### src/rtl/lmcs_pkg.sv
`timescale 1ns / 1ps
// ----------------------------------------------------------------------------
// lmcs_pkg
// shared sizes, command codes and the store operation type of the scanner
// ----------------------------------------------------------------------------
package lmcs_pkg;

    // matrix geometry
    localparam int NUM_COLUMNS = 16;
    localparam int NUM_ROWS    = 48;
    localparam int NUM_CELLS   = NUM_COLUMNS * NUM_ROWS;

    localparam int COL_W = (NUM_COLUMNS > 1) ? $clog2(NUM_COLUMNS) : 1;
    localparam int ROW_W = (NUM_ROWS > 1) ? $clog2(NUM_ROWS) : 1;

    // transaction field widths
    localparam int CMD_W   = 2;
    localparam int INDEX_W = 10;
    localparam int VALUE_W = 8;
    localparam int BITS_W  = 48;
    localparam int CIDX_W  = 4;

    // widths used when fitting store data to the result fields
    localparam int BEXT_W = (NUM_ROWS > BITS_W) ? NUM_ROWS : BITS_W;
    localparam int CEXT_W = (COL_W > CIDX_W) ? COL_W : CIDX_W;

    // index / NUM_ROWS by a rounded-up reciprocal, exact for any 10 bit index
    localparam int DIV_SHIFT = 20;
    localparam int DIV_RECIP = ((2 ** DIV_SHIFT) + NUM_ROWS - 1) / NUM_ROWS;
    localparam int PROD_W    = 32;

    // commands
    localparam logic [CMD_W-1:0] CMD_TICK  = 2'd0;
    localparam logic [CMD_W-1:0] CMD_CLEAR = 2'd1;
    localparam logic [CMD_W-1:0] CMD_WRITE = 2'd2;

    // one operation on the frame store
    typedef struct packed {
        logic             tick;
        logic             clear;
        logic             write;
        logic [COL_W-1:0] col;
        logic [ROW_W-1:0] row;
        logic             lit;
    } t_store_op;

endpackage

### src/rtl/led_matrix_column_scanner_unit.sv
`timescale 1ns / 1ps
// ----------------------------------------------------------------------------
// led_matrix_column_scanner_unit
// double-buffered LED matrix column scanner, 16 columns by 48 rows
// ----------------------------------------------------------------------------
// Usage: send one transaction per command. A tick (command 0) returns one
// result carrying the current column's 48 pixels, inverted for active-low
// drive with bit 0 to be shifted first, and the column number; the scan then
// moves to the next column. A clear (command 1) turns off the whole staging
// store, a cell write (command 2) sets one staging cell at index
// column*48+row lit when the byte is nonzero; indexes above 767 are dropped.
// Clear and write return no result and mark a frame pending; the staging
// store is copied to the display store when the scan wraps after the last
// column. Every command is applied straight from the input register, so one
// transaction is taken each cycle; a tick waits only while the result
// register is still held by the consumer.
// ----------------------------------------------------------------------------
module led_matrix_column_scanner_unit (
    input  logic                          i_clk,
    input  logic                          i_rst_n,
    // command channel
    input  logic                          i_valid,
    output logic                          o_ready,
    input  logic [lmcs_pkg::CMD_W-1:0]    i_command,
    input  logic [lmcs_pkg::INDEX_W-1:0]  i_cell_index,
    input  logic [lmcs_pkg::VALUE_W-1:0]  i_cell_value,
    // column result channel
    output logic                          o_valid,
    input  logic                          i_ready,
    output logic [lmcs_pkg::BITS_W-1:0]   o_column_bits,
    output logic [lmcs_pkg::CIDX_W-1:0]   o_column_index
);
    import lmcs_pkg::*;

    // input register
    logic                r_in_valid;
    logic [CMD_W-1:0]    r_command;
    logic [INDEX_W-1:0]  r_cell_index;
    logic [VALUE_W-1:0]  r_cell_value;

    // result register
    logic                r_out_valid;
    logic [BITS_W-1:0]   r_column_bits;
    logic [CIDX_W-1:0]   r_column_index;

    logic                out_free;
    logic                advance;
    logic                is_tick;
    logic                take_in;
    t_store_op           store_op;
    logic [BITS_W-1:0]   rd_bits;
    logic [CIDX_W-1:0]   rd_col;

    // a held item moves on unless it is a tick and the result slot is full
    assign is_tick  = (r_command == CMD_TICK);
    assign out_free = !r_out_valid || i_ready;
    assign advance  = r_in_valid && (!is_tick || out_free);
    assign o_ready  = !r_in_valid || advance;
    assign take_in  = i_valid && o_ready;

    always_ff @(posedge i_clk) begin
        if (!i_rst_n) begin
            r_in_valid <= 1'b0;
        end else if (take_in) begin
            r_in_valid <= 1'b1;
        end else if (advance) begin
            r_in_valid <= 1'b0;
        end
    end

    // payload of the input register, no reset needed
    always_ff @(posedge i_clk) begin
        if (take_in) begin
            r_command    <= i_command;
            r_cell_index <= i_cell_index;
            r_cell_value <= i_cell_value;
        end
    end

    lmcs_cell_decode u_decode (
        .i_en         (advance),
        .i_command    (r_command),
        .i_cell_index (r_cell_index),
        .i_cell_value (r_cell_value),
        .o_op         (store_op)
    );

    // the store reads the current column while it applies the operation
    lmcs_frame_store u_store (
        .i_clk          (i_clk),
        .i_rst_n        (i_rst_n),
        .i_op           (store_op),
        .o_column_bits  (rd_bits),
        .o_column_index (rd_col)
    );

    always_ff @(posedge i_clk) begin
        if (!i_rst_n) begin
            r_out_valid <= 1'b0;
        end else if (store_op.tick) begin
            r_out_valid <= 1'b1;
        end else if (i_ready) begin
            r_out_valid <= 1'b0;
        end
    end

    always_ff @(posedge i_clk) begin
        if (store_op.tick) begin
            r_column_bits  <= rd_bits;
            r_column_index <= rd_col;
        end
    end

    assign o_valid        = r_out_valid;
    assign o_column_bits  = r_column_bits;
    assign o_column_index = r_column_index;

endmodule

### src/rtl/lmcs_cell_decode.sv
`timescale 1ns / 1ps
// ----------------------------------------------------------------------------
// lmcs_cell_decode
// turns a registered command into a frame store operation; splits the
// linear cell index into column and row and drops out-of-range writes
// ----------------------------------------------------------------------------
module lmcs_cell_decode (
    input  logic                           i_en,
    input  logic [lmcs_pkg::CMD_W-1:0]     i_command,
    input  logic [lmcs_pkg::INDEX_W-1:0]   i_cell_index,
    input  logic [lmcs_pkg::VALUE_W-1:0]   i_cell_value,
    output lmcs_pkg::t_store_op            o_op
);
    import lmcs_pkg::*;

    logic [PROD_W-1:0] prod;
    logic [PROD_W-1:0] col_full;
    logic [PROD_W-1:0] row_full;
    logic              in_range;

    // column = index / NUM_ROWS, row = index - column * NUM_ROWS
    assign prod     = PROD_W'(i_cell_index) * PROD_W'(DIV_RECIP);
    assign col_full = prod >> DIV_SHIFT;
    assign row_full = PROD_W'(i_cell_index) - col_full * PROD_W'(NUM_ROWS);
    assign in_range = PROD_W'(i_cell_index) < PROD_W'(NUM_CELLS);

    always_comb begin
        o_op.tick  = 1'b0;
        o_op.clear = 1'b0;
        o_op.write = 1'b0;
        o_op.col   = col_full[COL_W-1:0];
        o_op.row   = row_full[ROW_W-1:0];
        o_op.lit   = (i_cell_value != '0);
        if (i_en) begin
            case (i_command)
                CMD_TICK:  o_op.tick  = 1'b1;
                CMD_CLEAR: o_op.clear = 1'b1;
                CMD_WRITE: o_op.write = in_range;
                default:   o_op.tick  = 1'b0;
            endcase
        end
    end

endmodule

### src/rtl/lmcs_frame_store.sv
`timescale 1ns / 1ps
// ----------------------------------------------------------------------------
// lmcs_frame_store
// staging and display stores, scan column counter and pending frame flag
// ----------------------------------------------------------------------------
module lmcs_frame_store (
    input  logic                          i_clk,
    input  logic                          i_rst_n,
    input  lmcs_pkg::t_store_op           i_op,
    output logic [lmcs_pkg::BITS_W-1:0]   o_column_bits,
    output logic [lmcs_pkg::CIDX_W-1:0]   o_column_index
);
    import lmcs_pkg::*;

    logic [NUM_ROWS-1:0] r_display [NUM_COLUMNS];
    logic [NUM_ROWS-1:0] r_staging [NUM_COLUMNS];
    logic [COL_W-1:0]    r_scan_col;
    logic                r_pending;

    logic [BEXT_W-1:0]   bits_ext;
    logic [CEXT_W-1:0]   col_ext;
    logic                wrap;

    // inverted for active-low drive, zero above the last row
    assign bits_ext       = BEXT_W'(~r_display[r_scan_col]);
    assign o_column_bits  = bits_ext[BITS_W-1:0];
    assign col_ext        = CEXT_W'(r_scan_col);
    assign o_column_index = col_ext[CIDX_W-1:0];

    assign wrap = (r_scan_col == COL_W'(NUM_COLUMNS - 1));

    always_ff @(posedge i_clk) begin
        if (!i_rst_n) begin
            r_scan_col <= '0;
            r_pending  <= 1'b0;
            for (int c = 0; c < NUM_COLUMNS; c++) begin
                r_display[c] <= '0;
                r_staging[c] <= '0;
            end
        end else begin
            if (i_op.tick) begin
                if (wrap) begin
                    r_scan_col <= '0;
                    if (r_pending) begin
                        for (int c = 0; c < NUM_COLUMNS; c++) begin
                            r_display[c] <= r_staging[c];
                        end
                        r_pending <= 1'b0;
                    end
                end else begin
                    r_scan_col <= r_scan_col + 1'b1;
                end
            end
            if (i_op.clear) begin
                for (int c = 0; c < NUM_COLUMNS; c++) begin
                    r_staging[c] <= '0;
                end
                r_pending <= 1'b1;
            end
            if (i_op.write) begin
                r_staging[i_op.col][i_op.row] <= i_op.lit;
                r_pending <= 1'b1;
            end
        end
    end

endmodule
### config.mk
export PLATFORM = sky130hd
export DESIGN_NAME = led_matrix_column_scanner_unit
export DESIGN_NICKNAME = d
export VERILOG_FILES = /design/src/rtl/lmcs_pkg.sv /design/src/rtl/led_matrix_column_scanner_unit.sv /design/src/rtl/lmcs_cell_decode.sv /design/src/rtl/lmcs_frame_store.sv
export SDC_FILE = /design/constraint.sdc
export NUM_CORES = 2
export LEC_CHECK = 0
export ABC_CLOCK_PERIOD_IN_PS = 100400
export CORE_ASPECT_RATIO = 0.5
export CORE_MARGIN = 1.5
export CORE_UTILIZATION = 36
export DETAILED_ROUTE_END_ITERATION = 10
export DONT_BUFFER_PORTS = 1
export PLACE_DENSITY_LB_ADDON = 0.15
export REMOVE_ABC_BUFFERS = 1
export SLEW_MARGIN = 20
export SYNTH_ARGS = -nofsm -noshare
export SYNTH_HDL_FRONTEND = slang
export SYNTH_SLANG_ARGS = --single-unit
### constraint.sdc
create_clock -name i_clk -period 100.4 [get_ports i_clk]
set_clock_uncertainty 0.05 [all_clocks]
set_input_delay 15.06 -clock i_clk [delete_from_list [all_inputs] [get_ports i_clk]]
set_output_delay 15.06 -clock i_clk [all_outputs]
set_load 0.02 [all_outputs]
==> summary.md <==
| Metric | Value |
|---|---|
| Status | finished clean |
| Clock transition at path regs | 0.07 ns |
| CTS H-tree depth | 4 |
| Slew Viols, Final | 0 |
| Setup TNS | 0 ns |
| Register Area | 0.0485 sq mm |
| Num rows | 114 |
| Overall die area | 0.200 sq mm |
| Crit share post-route | 30.7% |
| Post-synth EDFFs | 1608 |
| Worst r2r src | r_cell_index[3] |
| Tmin final | 30.78 ns |
| Leak Pwr | 25.3 nW |
| Num CTS Buffers | 164 |
| Antenna-violating nets left | 0 |
| Via density | 5.37 |
| Worst hold path depth | 1 |
| First-pass GRT wire length | 280000 um |
| Worst r2r path cells | 20 |
| DR pass1 iterations | 5 |
| Fin. Hold Viols | 0 |
| Synth Area per Inst | 13.8 sq um |
| Leading area contributor after synthesis | edfxtp_1 |
| IO Pins | 78 |
| CP max stage cell | nor2b_1 |
| Seq/Total Area, Yosys | 68.5% |
| Post-CTS Setup Inserts | 0 |
| Synth Cell Area | 0.0708 sq mm |
| Commonest non-fill, non-tap cells in the layout | 1608 x edfxtp_1, 779 x nor2_1, 777 x and2_1, 753 x o21ai_0, 240 x mux4_2 |
| Crit path kind | input port to primary output |
| CP bufs+invs | 0 |
| Slew margin rel. | 26.1% |
| Crit path cell chain | nor2b_1 -> nand2_1 |
| Share of layout cells above drive strength 1 | 11.5% |
| Final global-route overflow total | 0 |
| Nets | 4965 |
| Warnings, synthesis | 0 |
| HP Class | register to register |
| Setup crit start | i_ready |
| Crit end category | primary output |
| GP Congestion | 0.742 |
| Reg-to-reg setup timing slack | 92.00 ns |
| Initial antenna violation count | 13 |
| Root Buffer | clkbuf_16 |
| Total Routing Usage GR | 19.5% |
| Fmax | 32.5 MHz |
| Commonest non-fill, non-tap cell in the layout | edfxtp_1 |
| Vias in the first global route | 40300 |
| Worst Tran Pin Value | 1.11 ns |
| Post-Route WL | 195000 um |
| Maximum VDD drop | 0.0000247 V |
| RSZ-0062 raised after global routing | no |
| Largest net degree at the start of global routing | 292 |
| Hold Buf Count CTS | 0 |
| Crit-path max cell delay | 0.33 ns |
| Critical R2R Capture | u_store.r_staging[1][42] |
| Total of max-cap violations | 0 |
| DRT iter0 DRCs | 4400 |
| Hold_ws | 0.423 ns |
| Die H | 317 um |
| HP Start | u_store.r_staging[5][31] |
| Critical path's top delay family | simple AND/OR/NAND/NOR gates |
| Area delta synth->final | 9.79% |
| CP Max Fanout | 4 |
| Critical Path RT | 85.29 ns |
| Syn Inst Count | 5136 |
| # DRC | 0 |
| Clock Tree Buf Depth | 4 |
| Critical Path AT | 15.67 ns |
| Dpl hpwl | 98200 um |
| # setup viols final | 0 |
| Vias | 40700 |
| CTS resizes | 0 |
| CTS tree | yes |
| Multi-input gate area | 0.0201 sq mm |
| Die X | 630 um |
| Wire length per cell | 25.8 um |
| Top_reg_cell synth | edfxtp_1 |
| Post-synth top area share | 68.2% |
| Worst hold path endpoint | u_store.r_display[5][31] |
| P per Cell Area | 22.5 mW/mm^2 |
| Number of port buffers | 0 |
| Seq cells post-synth | 1619 |
| Top post-synthesis cells by area | edfxtp_1 68%, mux4_2 7.6%, and2_1 6.9% |
| Fill cells | 18100 |
| Sink Count | 1619 |
| Core area | 0.194 sq mm |
| Async set or reset register ratio after synthesis | 0% |
| Clock Latency Late Sink | 0.79 ns |
| Crit start category | input port |
| Post-synth cell types | 53 |
| Starting Density | 36.5% |
per-layer routing:
metal | track usage, % | wire (um)
met1 | 28.3 | 87600
met2 | 31.3 | 89400
met3 | 2.78 | 14800
met4 | 4.26 | 3720
met5 | 0 | 13
cell type report:
class                           count  area share (%)
Clock buffer                      203            5.60
Tap cell                         2610            4.20
Antenna cell                       10          0.0322
Clock inverter                     79           0.616
Inverter                          110           0.531
Sequential cell                  1619            62.4
Multi-Input combinational cell   2866            25.8
Timing Repair Buffer               81           0.814
worst max path at each step:
stage	endpoint	slack, ns	cells after the start
finish	o_ready	69.62	2
global route	o_ready	69.55	2
CTS	o_ready	69.60	2
detailed placement	o_ready	69.60	2
global placement	o_ready	69.57	2
floorplan	u_store.r_display[0][0]	26.08	4
power by group:
| part | switching, W | internal (W) | total [W] |
|---|---|---|---|
| Combinational | 0.000328 | 0.0000644 | 0.000392 |
| Clock | 0.000259 | 0.000319 | 0.000578 |
| Sequential | 0.00000791 | 0.000772 | 0.000780 |
Yosys cell counts (all sizes together) (4+ instances only):
library cell and instances:
edfxtp 1608, nor2 780, o21ai 779, and2 777, clkbuf 445, mux4 240
inv 109, buf 96, ha 69, nand2 67, fa 30, nand3 29
a21oi 21, nand4 13, dfxtp 11, nor3 9, xnor2 9, o211ai 6
and3 5, nor3b 4, nor4 4
cells by family after synthesis:
kind of cell / Yosys count / share of synthesized area (%)
XOR/XNOR: 12 / 0.217
AO/OA/AOI/OAI: 817 / 5.86
adder cells (fa/ha/maj): 99 / 2.07
flip-flops: 1619 / 68.5
buffers and inverters: 651 / 3.70
multiplexers: 242 / 7.66
AND/OR/NAND/NOR: 1696 / 12.0
registers in the layout, indices dropped and copies added (netlist names), named ones only:
name and flops:
o_column_bits 48, o_column_index 4, o_valid 1, r_cell_index 10, r_cell_value 8, r_command 2
r_in_valid 1, u_store.o_column_index 4, u_store.r_display 768, u_store.r_pending 1, u_store.r_staging 768
stage by stage:
stage	worst slack (ns)	std cells	util, %	instance area (sq um)	total power (W)
2_1_floorplan	26.08	4595	-	68600	0.000985
3_3_place_gp	69.57	7286	37.5	72900	0.00118
3_5_place_dp	69.60	7286	37.5	72900	0.00119
4_1_cts	69.60	7568	40.0	77700	0.00177
5_1_grt	69.55	7568	40.0	77700	0.00180
6_report	69.62	7578	40.0	77800	0.00175
(Power assumes the default switching activity.)
